==> config.mk <==
export PLATFORM = sky130hd
export DESIGN_NAME = bitstream_writer_exp_golomb_unit
export DESIGN_NICKNAME = d
export VERILOG_FILES = /design/src/design/bweg_pkg.sv /design/src/design/bweg_front.sv /design/src/design/bweg_queue.sv /design/src/design/bweg_back.sv /design/src/design/bitstream_writer_exp_golomb_unit.sv
export SDC_FILE = /design/constraint.sdc
export NUM_CORES = 1
export LEC_CHECK = 0
export BUFFER_PORTS_ARGS = -buffer_cell sky130_fd_sc_hd__buf_2
export CAP_MARGIN = 20
export CELL_PAD_IN_SITES_DETAIL_PLACEMENT = 1
export CELL_PAD_IN_SITES_GLOBAL_PLACEMENT = 2
export CORE_MARGIN = 8
export CORE_UTILIZATION = 40
export CTS_CLUSTER_DIAMETER = 50
export CTS_CLUSTER_SIZE = 14
export DETAILED_ROUTE_END_ITERATION = 7
export PLACE_DENSITY_LB_ADDON = 0.1
export SLEW_MARGIN = 20
export SYNTH_ARGS = -nofsm -noshare
export SYNTH_HDL_FRONTEND = slang
export SYNTH_SLANG_ARGS = --single-unit
==> constraint.sdc <==
create_clock -name i_clk -period 14.2 [get_ports i_clk]
set_input_delay 0 -clock i_clk [delete_from_list [all_inputs] [get_ports i_clk]]
set_output_delay 0 -clock i_clk [all_outputs]
set_load 0.05 [all_outputs]
==> src/design/bweg_pkg.sv <==
// Shared types and constants for the exp-Golomb bitstream writer.
`default_nettype none

package bweg_pkg;

    // Accumulator word width in bits.
    localparam int WORD_BITS = 32;
    // Command queue depth and its pointer width.
    localparam int QUEUE_DEPTH = 4;
    localparam int QUEUE_AW = 2;
    // Largest unsigned exp-Golomb value before saturation.
    localparam logic [15:0] UE_MAX = 16'hFFFE;

    // Command codes on the input channel.
    typedef enum logic [2:0] {
        FUNC_BITS  = 3'd0,
        FUNC_BIT   = 3'd1,
        FUNC_UE    = 3'd2,
        FUNC_SE    = 3'd3,
        FUNC_FLUSH = 3'd4
    } t_func;

    // Kind of work that the back end carries out.
    typedef enum logic {
        KIND_APPEND = 1'b0,
        KIND_FLUSH  = 1'b1
    } t_kind;

    // One queued command: a masked value and its bit length, or a flush.
    typedef struct packed {
        t_kind       kind;
        logic [31:0] value;
        logic [5:0]  len;
    } t_entry;

endpackage

`default_nettype wire

==> src/design/bweg_front.sv <==
// Command classifier: turns an input word into an append or flush entry.
`default_nettype none

module bweg_front (
    input  wire logic [2:0]        i_func,
    input  wire logic [31:0]       i_unsigned_value,
    input  wire logic [15:0]       i_signed_value,
    input  wire logic [5:0]        i_bit_count,
    output bweg_pkg::t_entry       o_entry,
    output logic                   o_keep
);

    logic [16:0] s_ext;
    logic [16:0] s_neg;
    logic [16:0] mapped;
    logic [31:0] ue_in;
    logic [15:0] ue_sat;
    logic [15:0] code;
    logic [3:0]  lz;
    logic [5:0]  cnt_clip;
    logic [31:0] bit_mask;

    // Signed to unsigned mapping: zero and negatives go to even codes.
    assign s_ext = {i_signed_value[15], i_signed_value};
    assign s_neg = 17'd0 - s_ext;
    always_comb begin
        if (i_signed_value[15] || (i_signed_value == 16'd0)) begin
            mapped = {s_neg[15:0], 1'b0};
        end else begin
            mapped = {s_ext[15:0], 1'b0} - 17'd1;
        end
    end

    // Pick the exp-Golomb source and saturate it.
    assign ue_in = (bweg_pkg::t_func'(i_func) == bweg_pkg::FUNC_SE)
                   ? {15'd0, mapped} : i_unsigned_value;
    assign ue_sat = (ue_in > {16'd0, bweg_pkg::UE_MAX}) ? bweg_pkg::UE_MAX : ue_in[15:0];
    assign code = ue_sat + 16'd1;

    // Position of the highest set bit of the code.
    always_comb begin
        lz = 4'd0;
        for (int i = 0; i < 16; i++) begin
            if (code[i]) begin
                lz = 4'(i);
            end
        end
    end

    // Bit count clipped to a word, and the mask of the bits kept.
    assign cnt_clip = (i_bit_count > 6'd32) ? 6'd32 : i_bit_count;
    assign bit_mask = 32'((33'd1 << cnt_clip) - 33'd1);

    // Build the queue entry for each command.
    always_comb begin
        o_entry.kind  = bweg_pkg::KIND_APPEND;
        o_entry.value = 32'd0;
        o_entry.len   = 6'd0;
        o_keep        = 1'b0;
        unique case (bweg_pkg::t_func'(i_func))
            bweg_pkg::FUNC_BITS: begin
                o_entry.value = i_unsigned_value & bit_mask;
                o_entry.len   = cnt_clip;
                o_keep        = (cnt_clip != 6'd0);
            end
            bweg_pkg::FUNC_BIT: begin
                o_entry.value = {31'd0, i_unsigned_value[0]};
                o_entry.len   = 6'd1;
                o_keep        = 1'b1;
            end
            bweg_pkg::FUNC_UE, bweg_pkg::FUNC_SE: begin
                o_entry.value = {16'd0, code};
                o_entry.len   = {1'b0, lz, 1'b1};
                o_keep        = 1'b1;
            end
            bweg_pkg::FUNC_FLUSH: begin
                o_entry.kind = bweg_pkg::KIND_FLUSH;
                o_keep       = 1'b1;
            end
            default: begin
                o_keep = 1'b0;
            end
        endcase
    end

endmodule

`default_nettype wire

==> src/design/bweg_queue.sv <==
// Short command queue between the classifier and the packer.
`default_nettype none

module bweg_queue (
    input  wire logic              i_clk,
    input  wire logic              i_rst_n,
    input  wire logic              i_push,
    input  bweg_pkg::t_entry       i_entry,
    output logic                   o_full,
    output logic                   o_valid,
    input  wire logic              i_pop,
    output bweg_pkg::t_entry       o_entry
);

    bweg_pkg::t_entry r_mem [bweg_pkg::QUEUE_DEPTH];
    logic [bweg_pkg::QUEUE_AW-1:0] r_wr;
    logic [bweg_pkg::QUEUE_AW-1:0] r_rd;
    logic [bweg_pkg::QUEUE_AW:0]   r_cnt;
    logic [bweg_pkg::QUEUE_AW:0]   n_cnt;
    logic                          do_push;
    logic                          do_pop;

    assign o_full  = (r_cnt == (bweg_pkg::QUEUE_AW + 1)'(bweg_pkg::QUEUE_DEPTH));
    assign o_valid = (r_cnt != '0);
    assign o_entry = r_mem[r_rd];
    assign do_push = i_push && !o_full;
    assign do_pop  = i_pop && o_valid;

    // Occupancy follows pushes and pops.
    always_comb begin
        n_cnt = r_cnt;
        if (do_push && !do_pop) begin
            n_cnt = r_cnt + 1'b1;
        end else if (do_pop && !do_push) begin
            n_cnt = r_cnt - 1'b1;
        end
    end

    // Pointers and count.
    always_ff @(posedge i_clk) begin
        if (!i_rst_n) begin
            r_wr  <= '0;
            r_rd  <= '0;
            r_cnt <= '0;
        end else begin
            r_cnt <= n_cnt;
            if (do_push) begin
                r_wr <= r_wr + 1'b1;
            end
            if (do_pop) begin
                r_rd <= r_rd + 1'b1;
            end
        end
    end

    // Entry storage.
    always_ff @(posedge i_clk) begin
        if (do_push) begin
            r_mem[r_wr] <= i_entry;
        end
    end

endmodule

`default_nettype wire

==> src/design/bweg_back.sv <==
// Bit packer: merges entries into the accumulator and sends out finished bytes.
`default_nettype none

module bweg_back (
    input  wire logic              i_clk,
    input  wire logic              i_rst_n,
    input  wire logic              i_q_valid,
    input  bweg_pkg::t_entry       i_q_entry,
    output logic                   o_q_pop,
    output logic [7:0]             o_out_byte,
    output logic                   o_last_byte,
    output logic                   o_out_valid,
    input  wire logic              i_out_ready
);

    logic [31:0] r_acc;
    logic [31:0] n_acc;
    logic [4:0]  r_used;
    logic [4:0]  n_used;
    logic [31:0] r_emit;
    logic [31:0] n_emit;
    logic [2:0]  r_emit_cnt;
    logic [2:0]  n_emit_cnt;
    logic        emit_free;
    logic        out_take;
    logic [5:0]  total;
    logic [63:0] merged;
    logic [5:0]  used_up;
    logic [2:0]  flush_bytes;

    assign out_take    = o_out_valid && i_out_ready;
    assign o_out_valid = (r_emit_cnt != 3'd0);
    assign o_out_byte  = r_emit[31:24];
    assign o_last_byte = (r_emit_cnt == 3'd1);

    // The byte register is free once its last byte leaves.
    assign emit_free = (r_emit_cnt == 3'd0) || ((r_emit_cnt == 3'd1) && i_out_ready);
    assign o_q_pop   = i_q_valid && emit_free;

    // New bits land right after the used ones in a two-word window.
    assign total  = {1'b0, r_used} + i_q_entry.len;
    assign merged = {r_acc, 32'd0} | ({32'd0, i_q_entry.value} << (7'd64 - {1'b0, total}));

    // Whole bytes holding used bits, for a flush.
    assign used_up     = {1'b0, r_used} + 6'd7;
    assign flush_bytes = used_up[5:3];

    // Accumulator and byte register updates.
    always_comb begin
        n_acc      = r_acc;
        n_used     = r_used;
        n_emit     = r_emit;
        n_emit_cnt = r_emit_cnt;
        if (out_take) begin
            n_emit     = {r_emit[23:0], 8'd0};
            n_emit_cnt = r_emit_cnt - 3'd1;
        end
        if (o_q_pop) begin
            unique case (i_q_entry.kind)
                bweg_pkg::KIND_APPEND: begin
                    if (total[5]) begin
                        n_emit     = merged[63:32];
                        n_emit_cnt = 3'd4;
                        n_acc      = merged[31:0];
                        n_used     = total[4:0];
                    end else begin
                        n_acc  = merged[63:32];
                        n_used = total[4:0];
                    end
                end
                bweg_pkg::KIND_FLUSH: begin
                    if (flush_bytes != 3'd0) begin
                        n_emit     = r_acc;
                        n_emit_cnt = flush_bytes;
                    end
                    n_acc  = 32'd0;
                    n_used = 5'd0;
                end
                default: begin
                    n_acc = r_acc;
                end
            endcase
        end
    end

    // Control state and accumulator.
    always_ff @(posedge i_clk) begin
        if (!i_rst_n) begin
            r_acc      <= 32'd0;
            r_used     <= 5'd0;
            r_emit_cnt <= 3'd0;
        end else begin
            r_acc      <= n_acc;
            r_used     <= n_used;
            r_emit_cnt <= n_emit_cnt;
        end
    end

    // Outgoing bytes.
    always_ff @(posedge i_clk) begin
        r_emit <= n_emit;
    end

`ifndef ASSERT_OFF
    // The byte register never holds more than one word.
    a_emit_cnt: assert property (@(posedge i_clk) disable iff (!i_rst_n)
        r_emit_cnt <= 3'd4)
        else $error("byte count above four");

    // A flush leaves the accumulator empty.
    a_flush_clear: assert property (@(posedge i_clk) disable iff (!i_rst_n)
        (o_q_pop && (i_q_entry.kind == bweg_pkg::KIND_FLUSH))
        |=> ((r_used == 5'd0) && (r_acc == 32'd0)))
        else $error("flush did not clear the accumulator");

    // An entry is never taken while undelivered bytes would be overwritten.
    a_pop_free: assert property (@(posedge i_clk) disable iff (!i_rst_n)
        o_q_pop |-> ((r_emit_cnt == 3'd0) || ((r_emit_cnt == 3'd1) && out_take)))
        else $error("entry taken over pending bytes");
`endif

endmodule

`default_nettype wire

==> src/design/bitstream_writer_exp_golomb_unit.sv <==
// Exp-Golomb bitstream writer: a command word goes in, stream bytes come out MSB first.
// With an empty queue, a command that completes a word or flushes is written into the queue,
// then taken into the byte register, from which its first byte is presented.
// One command per cycle enters a four-entry queue while it has room; the packer retires one
// command per cycle while its byte register is free, and a command that completes a word or
// flushes holds it while its bytes leave at one byte per cycle as long as the output is ready.
// Reset (synchronous, active low) empties the queue, the accumulator and the byte register.
`default_nettype none

module bitstream_writer_exp_golomb_unit (
    input  wire logic        i_clk,
    input  wire logic        i_rst_n,
    input  wire logic        i_in_valid,
    output logic             o_in_ready,
    input  wire logic [2:0]  i_func,
    input  wire logic [31:0] i_unsigned_value,
    input  wire logic [15:0] i_signed_value,
    input  wire logic [5:0]  i_bit_count,
    output logic             o_out_valid,
    input  wire logic        i_out_ready,
    output logic [7:0]       o_out_byte,
    output logic             o_last_byte
);

    bweg_pkg::t_entry front_entry;
    bweg_pkg::t_entry q_entry;
    logic             front_keep;
    logic             q_full;
    logic             q_valid;
    logic             q_pop;

    assign o_in_ready = !q_full;

    // Classify each accepted word.
    bweg_front u_front (
        .i_func           (i_func),
        .i_unsigned_value (i_unsigned_value),
        .i_signed_value   (i_signed_value),
        .i_bit_count      (i_bit_count),
        .o_entry          (front_entry),
        .o_keep           (front_keep)
    );

    // Decouple classification from packing.
    bweg_queue u_queue (
        .i_clk   (i_clk),
        .i_rst_n (i_rst_n),
        .i_push  (i_in_valid && front_keep),
        .i_entry (front_entry),
        .o_full  (q_full),
        .o_valid (q_valid),
        .i_pop   (q_pop),
        .o_entry (q_entry)
    );

    // Pack bits and deliver bytes.
    bweg_back u_back (
        .i_clk       (i_clk),
        .i_rst_n     (i_rst_n),
        .i_q_valid   (q_valid),
        .i_q_entry   (q_entry),
        .o_q_pop     (q_pop),
        .o_out_byte  (o_out_byte),
        .o_last_byte (o_last_byte),
        .o_out_valid (o_out_valid),
        .i_out_ready (i_out_ready)
    );

endmodule

`default_nettype wire
==> key figures, run 1 <==
GRT
  – Global route total overflow: 0
  – Initial antenna violation count: 0
  – Vias in the first global route: 13030
  – First-pass GRT wire length: 77.45 mm
  – GRT Util Overall: 22.50%
  – Largest net degree at the start of global routing: 45

Synth
  – Largest cells by area after synthesis: edfxtp_1 32%, dfxtp_1 11%, mux4_2 6.1%
  – Number of flops mapped to enable cells by yosys: 156
  – YS warnings: 0
  – Synthesized area per cell: 9.650 um2
  – Cells after Synth: 1527
  – Top_reg_cell synth: edfxtp_1
  – Register area share after synthesis: 42.80%
  – Synth unique cells: 83
  – Cell Area, Synth: 14740 um2
  – Top cell type's share of synthesized area: 31.79%
  – Asr flop ratio synth: 0%
  – Post-synthesis net count: 1607
  – Synth area leader: edfxtp_1
  – Count of state elements after synthesis: 237

Route
  – Iteration-0 DRC count of the detailed router: 670
  – Metal-1 WL: 21.32 mm
  – Met2 wire length: 25.76 mm
  – Vias: 12440
  – First drt pass iteration count: 7
  – DR WL/cell: 24.24 um
  – DRC: 0
  – Routed WL: 49.89 mm
  – Via density per instance: 6.046
  – DR WL met3: 1.502 mm
  – DR top layer: met4
  – Antenna viol nets, final: 0

Clocking
  – Clock Pin Slew Worst Setup and Hold Paths: 60 ps
  – Num CTS Buffers: 28
  – Post-CTS setup buffer count: 0
  – Clk root buf: clkbuf_16
  – H-tree Lvls: 1
  – TritonCTS clock tree: built
  – Clock sinks: 237
  – Number of hold buffers added after cts: 28
  – Post-CTS resize count: 0
  – Worst-case clock buffer depth: 3
  – Clk_lat worst skew: 560 ps

Timing
  – Slew Limit Headroom: 28.10%
  – Setup TNS: 0 ps
  – Slew Viols, Final: 0
  – Final hold vios: 0
  – Final Setup Violations: 0
  – Fin crit share: 41.00%
  – Unrepaired setup endpoints after global routing: false
  – Fmax: 171.8 MHz
  – Worst-margin pin slew: 1079 ps
  – Final Skew: 14.94 ps
  – Crit path time final: 5822 ps

Placement
  – RePlAce Congestion: 0.9052
  – Placed cells: 1976
  – IO buf count: 71
  – Instance area after placement: 15470 um2
  – Final HPWL DP: 36.30 mm

Floorplan
  – Initial Util: 40.44%
  – Row count: 70
  – Core Region: 36430 um2
  – Die span in y: 207.9 um
  – # IOs: 72
  – Die area: 43240 um2
  – Width of the die: 207.9 um

Finish
  – Register area: 6309 um2
  – Share of post-route cells with drive strength above 1: 17.37%
  – Fill count: 4135
  – Final core utilization: 45.96%
  – Multi-input gate area: 7975 um2
  – Synth-to-Final Area Change: 13.65%
  – Final #Nets: 1647
  – Final non-filler cell total: 2058
  – Cell area after layout: 16750 um2

Worst setup path
  – CP Capture Type: flop
  – CP Launch Type: flop
  – FF-to-FF setup slack: 8380 ps
  – Critical path class: flop to flop
  – Max FO, Critical Path: 41
  – Worst EP required: 14680 ps
  – R2R depth: 14
  – Arr. time, crit path: 6310 ps
  – RR Endpoint: u_back.r_emit[30]

Worst hold path
  – Hold_sp: i_in_valid
  – Min-Delay Path Class: primary input to flop
  – Hold endpoint: u_queue.r_wr[1]
  – Hold Path Depth: 4

Outcome
  – Status: finished, final reports clean

Flow run
  – MaxCap Viol Count: 0
[stage by stage]
step / setup WS (ps) / hold WS [ps]
after floorplan: 9145 / 234.8
after global placement: 8238 / 421.6
after detailed placement: 8139 / 431.0
after CTS: 8139 / 8.561
after global routing: 7968 / 42.99
final: 8378 / 24.60
[layout make-up]
type                            instances  area share, %
Tap cell                              468          3.497
Inverter                               24         0.5380
Sequential cell                       237          37.67
Clock buffer                           37          4.759
Antenna cell                            1        0.01494
Multi-Input combinational cell       1155          47.62
Clock inverter                         15         0.9937
Timing Repair Buffer                  121          4.901
[synth_stat cells, types with 12 or more instances]
cell,instances
and3_1,22
xor2_1,14
nor3_1,45
edfxtp_1,156
a21oi_1,120
inv_1,23
mux2_2,58
o21ai_0,121
a31oi_1,28
nor2_1,129
mux2i_1,53
nor2b_1,15
o22ai_1,22
a22oi_1,12
ha_1,17
nor4_1,12
xnor2_1,34
nand4_1,13
mux4_2,40
or3_1,12
nand2_1,163
nand2b_1,12
and2_1,19
nand3_1,37
clkbuf_1,87
o21a_1,12
dfxtp_1,81
[metal layers]
metal / track usage [%] / vias to the layer above
met1: 27.71 / 6283
met3: 2.315 / 76
li1: - / 5836
met2: 41.20 / 247
met5: 0 / -
met4: 6.412 / 0
[layout by cell type, fill, tap and decap left out, types with 8 or more instances in the layout]
| cell type | count |
|---|---|
| a21oi_1 | 120 |
| a22oi_1 | 12 |
| a31oi_1 | 28 |
| and2_1 | 15 |
| and3_1 | 22 |
| buf_2 | 71 |
| buf_4 | 21 |
| clkbuf_16 | 30 |
| dfxtp_1 | 79 |
| dlygate4sd3_1 | 28 |
| edfxtp_1 | 156 |
| ha_1 | 16 |
| inv_1 | 23 |
| mux2_2 | 58 |
| mux2i_1 | 53 |
| mux4_2 | 40 |
| nand2_1 | 163 |
| nand2b_1 | 12 |
| nand3_1 | 37 |
| nand4_1 | 13 |
| nor2_1 | 129 |
| nor2b_1 | 15 |
| nor3_1 | 44 |
| nor4_1 | 12 |
| o211ai_1 | 8 |
| o21a_1 | 12 |
| o21ai_0 | 121 |
| o22ai_1 | 22 |
| or3_1 | 12 |
| xnor2_1 | 29 |
| xor2_1 | 12 |
[worst max path at each step]
stage	slack, ps	endpoint	cells after the start	start
final	8380	u_back.r_emit[30]	14	flop
after global routing	7970	u_back.r_emit[30]	14	flop
after CTS	8140	u_back.r_emit[30]	13	flop
after detailed placement	8140	u_back.r_emit[30]	13	flop
after global placement	8240	u_back.r_emit[30]	13	flop
after floorplan	9150	u_back.r_acc[0]	19	flop
[worst max-delay path, stage by stage (launching register included)]
cell     delay, ps
dfxtp_2        310
buf_4          580
mux4_2         600
ha_1           530
inv_1          330
buf_16         260
ha_2          1030
o21ai_0        320
mux2_2         390
mux2_2         320
o21ai_0        480
o21ai_0        160
a21oi_1        170
nor3_1          70
a31oi_1        140
[flip-flops by register name, indices dropped and copies added, names as in the netlist, named ones only]
signal             flops
u_queue.r_wr           2
u_back.r_acc          32
u_back.r_emit         32
u_back.r_used          5
u_queue.r_rd           2
u_queue.r_mem        156
u_queue.r_cnt          3
u_back.r_emit_cnt      3
[cell families after synthesis]
group,Yosys count,share of synthesized area [%]
DFF,237,42.80
AOI/OAI and AO/OA,428,18.16
muxes,151,14.15
and+or+nand+nor,508,16.42
buffers and inverters,135,3.753
xor gates and xnor gates,49,3.006
adders and majority gates,19,1.715
Power of run 1 is left out: the tool's default activity adds up to more than one toggle a clock period on the data nets, which glitch-free logic cannot reach.
==> inputs of run 2 (changes only) <==
Settings changed: CORE_UTILIZATION 40 to 36.
Clock period 14.2 ns to 4.95 ns, I/O delays scaled along.
==> run 2 against run 1 <==
Hold slack improved by 21 ps. Sequential share of layout area down 0.60 points. Critical path depth decreased by 2. Fmax rose by 28%. Design area increased by 1.6%. Register-to-register slack worse by 8000 ps. Setup slack worse by 8000 ps. Die area increased by 10%. Non-clock buffer count up 44. Critical path type unchanged. Flip-flop and latch count is the same. Core utilization down 4.1 points.
==> key figures, run 2 (synthesis results as in run 1) <==
Timing
  – Final hold vios: 0
  – Final setup margin: 417.0 ps
  – Unrepaired setup endpoints after global routing: false
  – Setup TNS: 0 ps
  – Final Setup Violations: 0
  – Crit path time final: 4533 ps
  – Fmax: 220.6 MHz
  – Slew Viols, Final: 0
  – Slew Limit Headroom: 34.28%
  – Final Skew: 18.07 ps
  – Worst-margin pin slew: 975.5 ps
  – Fin crit share: 91.58%

Floorplan
  – # IOs: 72
  – Core Region: 40650 um2
  – Row count: 74
  – Width of the die: 218.3 um
  – Initial Util: 36.25%
  – Die area: 47660 um2
  – Die span in y: 218.3 um

Clocking
  – Clk_lat worst skew: 550 ps
  – Post-CTS setup buffer count: 0
  – H-tree Lvls: 1
  – Clock Pin Slew Worst Setup and Hold Paths: 60 ps
  – Clk root buf: clkbuf_16
  – Num CTS Buffers: 27
  – Clock sinks: 237
  – TritonCTS clock tree: built
  – Worst-case clock buffer depth: 3

GRT
  – Vias in the first global route: 13170
  – Initial antenna violation count: 0
  – Largest net degree at the start of global routing: 45
  – GRT Util Overall: 21.02%
  – Global route total overflow: 0
  – First-pass GRT wire length: 79.14 mm

Finish
  – Most flops, register: u_queue.r_mem
  – Synth-to-Final Area Change: 15.50%
  – Commonest non-fill, non-tap cell in the layout: nand2_1
  – Share of post-route cells with drive strength above 1: 19.73%
  – Most frequent cells in the layout: 163 x nand2_1, 156 x edfxtp_1, 129 x nor2_1
  – Multi-input gate area: 7955 um2
  – Final #Nets: 1690
  – Final core utilization: 41.87%
  – Max reg flops: 156
  – Regs by FF count: u_queue.r_mem x156, u_back.r_acc x32, u_back.r_emit x32
  – Antenna cells: 0
  – Register area: 6309 um2
  – Fill count: 4576

Placement
  – Dpl ws: 155.4 ps
  – IO buf count: 71
  – Final HPWL DP: 38.30 mm
  – RePlAce Congestion: 0.8758

Route
  – Via density per instance: 5.755
  – Iteration-0 DRC count of the detailed router: 764
  – Vias: 12420
  – First drt pass iteration count: 5
  – Routed WL: 51.01 mm
  – DR WL/cell: 23.63 um
  – Antenna viol nets, final: 0
  – DRC: 0

Worst hold path
  – Min-Delay Path Class: primary input to flop
  – Hold_sp: i_in_valid

Worst setup path
  – CP Capture Type: flop
  – Buf+Inv Stages, Crit Path: 1
  – Critical path class: flop to flop
  – Worst path slowest cell: xnor2_2
  – Arr. time, crit path: 5030 ps
  – Critical path cell sequence: buf_4, mux4_2, ha_1, xnor2_1, nor2_1, xnor2_2, nand3_1, o22ai_1, nand2b_1, and2_1, o21a_1, o211a_1
  – Worst EP required: 5440 ps
  – CP Launch Type: flop
  – Cell family with most CP delay: XOR/XNOR gates
  – Max FO, Critical Path: 34
  – Max incr delay on CP: 630 ps

Outcome
  – Status: finished, final reports clean

Flow run
  – MaxCap Viol Count: 0
==> run 2: cell type report <==
type | instances | share of cell area, %
multi-input combinational | 1155 | 46.74
timing repair buffer | 165 | 6.705
inverter | 24 | 0.5293
clock inverter | 16 | 0.9484
clock buffer | 30 | 4.095
sequential | 237 | 37.07
tap | 532 | 3.911
==> run 2: layer usage <==
metal  GRT usage (%)  up-vias  part of all wire [%]
met5               0        -                     0
met4           7.501        0                   3.6
met3           1.908       98                   3.1
met2           37.01      232                    50
met1           26.64     6186                    44
li1                -     5908                     -
==> run 2: path summary, 6_finish.rpt <==
path	slack, ps	depth (start not counted)	end
max reg2reg	420	12	u_back.r_acc[29]
max	420	12	u_back.r_acc[29]
min	50	4	u_queue.r_wr[1]
min reg2reg	480	2	u_back.r_emit[5]
==> run 2: repair_timing <==
item	CTS	global route
hold endpoints to repair	96	0
resized for setup	0	1
setup endpoints to repair	0	1
hold buffers	22	0
==> run 2: worst register-to-register path, cell delays in order, from the launching register on <==
cell and delay, ps:
dfxtp_2 400, buf_4 470, mux4_2 450, ha_1 350, xnor2_1 600, nor2_1 240
xnor2_2 630, nand3_1 260, o22ai_1 310, nand2b_1 190, and2_1 280, o21a_1 160
o211a_1 130
==> run 2: through the flow <==
| stage | instance area, um2 | instances | hold WS [ps] |
|---|---|---|---|
| finish | 17020 | 2159 | 45.26 |
| global placement | 15930 | 2091 | 411.1 |
| CTS | 17010 | 2159 | 19.31 |
| global route | 17020 | 2159 | 39.59 |
| floorplan | 14740 | 1527 | 234.8 |
| detailed placement | 15930 | 2091 | 423.2 |
Power of run 2 is left out for the same reason.
==> inputs of run 3 (changes only) <==
Settings changed: ABC_AREA set to 1, CORE_UTILIZATION 36 to 33.
==> run 3 against run 2 <==
Sequential share of layout area decreased by 1.8 points. Via count is 17% higher. Largest cell class unchanged. Core utilization decreased by 3.1 points. Die area rose by 12%. Critical endpoint is now u_back.r_acc[22]. Critical path type unchanged. Global-route usage is 0.67 points lower. Synthesized cell count grew 37%.
==> key figures, run 3 <==
Outcome
  – Status: finished, final reports clean

Route
  – Iteration-0 DRC count of the detailed router: 657
  – Via density per instance: 5.237
  – Vias: 14580
  – DRC: 0
  – Routed WL: 54.74 mm
  – First drt pass iteration count: 4
  – Antenna viol nets, final: 0
  – DR WL/cell: 19.66 um

Floorplan
  – Row count: 79
  – Die area: 53610 um2
  – Initial Util: 33.21%
  – Width of the die: 231.5 um
  – Die span in y: 231.5 um
  – Core Region: 46160 um2
  – # IOs: 72

Clocking
  – Clk root buf: clkbuf_16
  – Clk_lat worst skew: 550 ps
  – Worst-case clock buffer depth: 3
  – H-tree Lvls: 2
  – TritonCTS clock tree: built
  – Clock Pin Slew Worst Setup and Hold Paths: 60 ps
  – Num CTS Buffers: 36
  – Clock sinks: 237
  – Post-CTS setup buffer count: 0

Worst setup path
  – RR Endpoint: u_back.r_acc[22]
  – Buf+Inv Stages, Crit Path: 5
  – Worst EP required: 5330 ps
  – Arr. time, crit path: 4870 ps
  – R2R depth: 21
  – Critical path class: flop to flop
  – Cell family with most CP delay: compound AO/OA/AOI/OAI gates
  – Max FO, Critical Path: 19
  – FF-to-FF setup slack: 460 ps
  – CP Launch Type: flop
  – CP Capture Type: flop
  – Most used cell, CP: o21ai_0
  – Worst path slowest cell: fa_1
  – Max incr delay on CP: 570 ps
  – Critical path cell sequence: inv_2, o21ai_0, o22ai_1, ha_1, fa_1, inv_1, ha_1, inv_1, buf_12, mux2i_1, inv_1, o21ai_0, o21ai_0, o21ai_0, nand2_1, o21ai_0, nand2_1, nand2_1, o21ai_0, nand2_1, a21oi_1

Finish
  – Max reg flops: 156
  – Most frequent cells in the layout: 594 x nand2_1, 198 x o21ai_0, 190 x nor2_1
  – Commonest non-fill, non-tap cell in the layout: nand2_1
  – Fill count: 5612
  – Final #Nets: 2229
  – Register area: 6307 um2
  – Cell area after layout: 17880 um2
  – Synth-to-Final Area Change: 16.67%
  – Multi-input gate area: 7908 um2
  – Most flops, register: u_queue.r_mem
  – Regs by FF count: u_queue.r_mem x156, u_back.r_acc x32, u_back.r_emit x32
  – Share of post-route cells with drive strength above 1: 11.02%

Placement
  – RePlAce Congestion: 0.8502
  – Instance area after placement: 16320 um2
  – IO buf count: 71
  – Final HPWL DP: 39.27 mm

GRT
  – First-pass GRT wire length: 86.33 mm
  – Largest net degree at the start of global routing: 67
  – Global route total overflow: 0
  – Vias in the first global route: 15050
  – Initial antenna violation count: 2
  – GRT Util Overall: 20.35%

Worst hold path
  – Hold Path Depth: 3
  – Hold_sp: i_unsigned_value[2]
  – Min-Delay Path Class: primary input to flop
  – Hold endpoint: u_queue.r_mem[2][8]

Synth
  – Asr flop ratio synth: 0%
  – Number of flops mapped to enable cells by yosys: 156
  – Cells after Synth: 2094
  – Top cell type's share of synthesized area: 30.56%
  – Cell Area, Synth: 15330 um2
  – YS warnings: 0
  – Register area share after synthesis: 41.14%
  – Synth area leader: edfxtp_1
  – Count of state elements after synthesis: 237
  – Post-synthesis net count: 2174
  – Post-synth top cells: 596 x nand2_1, 198 x o21ai_0, 196 x nor2_1
  – Cell with the most instances after synthesis: nand2_1
  – Synth unique cells: 59
  – Synthesized area per cell: 7.321 um2
  – Largest cells by area after synthesis: edfxtp_1 31%, nand2_1 15%, dfxtp_1 11%
  – Top_reg_cell synth: edfxtp_1

Timing
  – Crit path time final: 4489 ps
  – Setup TNS: 0 ps
  – Slew Limit Headroom: 32.31%
  – Final Setup Violations: 0
  – Fin crit share: 90.69%
  – Final Skew: 24.31 ps
  – Final hold vios: 0
  – Slew Viols, Final: 0
  – Fmax: 222.8 MHz
  – Worst-margin pin slew: 1013 ps
  – Unrepaired setup endpoints after global routing: false
  – Fin Hold WS: 21.76 ps

Flow run
  – MaxCap Viol Count: 0
## run 3: cell types whose count changed in the layout (fill, tap and decap cells not counted), sizes merged, moves of 30 or more
cell | before | now
buf | 143 | 110
inv | 26 | 179
mux2 | 58 | 0
mux4 | 40 | 0
nand2 | 163 | 607
nand3 | 37 | 138
nor2 | 130 | 214
o21ai | 129 | 206
xnor2 | 34 | 4
## run 3: metrics by stage
step | utilization [%] | setup WS [ps] | cells
after detailed placement | 35.35 | 456.1 | 2689
final | 38.74 | 460.8 | 2785
after global placement | 35.35 | 507.4 | 2689
after floorplan | - | 481.2 | 2094
after CTS | 38.74 | 449.5 | 2784
after global routing | 38.74 | 18.17 | 2785
## run 3: area by class of cell
type                            count  share of cell area [%]
Tap cell                          607                   4.247
Timing Repair Buffer              139                   5.387
Clock buffer                       37                   5.114
Antenna cell                        1                 0.01399
Multi-Input combinational cell   1558                   44.21
Clock inverter                     29                   2.015
Inverter                          177                   3.743
Sequential cell                   237                   35.27
## run 3: repair_timing
item | CTS | global route
hold endpoints to repair | 107 | 0
hold buffers | 29 | 0
gates resized for setup | 0 | 0
## run 3: worst max path at each step
stage	end	slack [ps]	cells after the start
final	u_back.r_acc[22]	460	21
after global routing	u_back.r_acc[22]	20	19
after CTS	u_back.r_acc[22]	450	21
after detailed placement	u_back.r_acc[22]	460	19
after global placement	u_back.r_acc[22]	510	21
after floorplan	u_back.r_acc[24]	480	27
## run 3: cells by family after synthesis
group	share of synthesized area [%]
and+or+nand+nor	27.93
DFF	41.14
xor gates and xnor gates	1.249
buffers and inverters	7.754
adders and majority gates	1.649
AOI/OAI and AO/OA	16.63
muxes	3.657
## run 3: worst register-to-register path, cell delays in order, from the launching register on
cell and delay, ps:
dfxtp_2 490, inv_2 160, o21ai_0 180, o22ai_1 100, ha_1 220, fa_1 570
inv_1 70, ha_1 310, inv_1 310, buf_12 220, mux2i_1 210, inv_1 80
o21ai_0 340, o21ai_0 160, o21ai_0 270, nand2_1 70, o21ai_0 130, nand2_1 120
nand2_1 80, o21ai_0 90, nand2_1 80, a21oi_1 60
## run 3: layer usage
layer  up-vias  track usage [%]  wire length [um]
met2       171            33.81             25630
met3        68            2.604              1428
met4         0            5.627              1174
li1       7208                -                 -
met5         -                0                 0
met1      7137            27.56             26520
Power of run 3 is left out for the same reason.
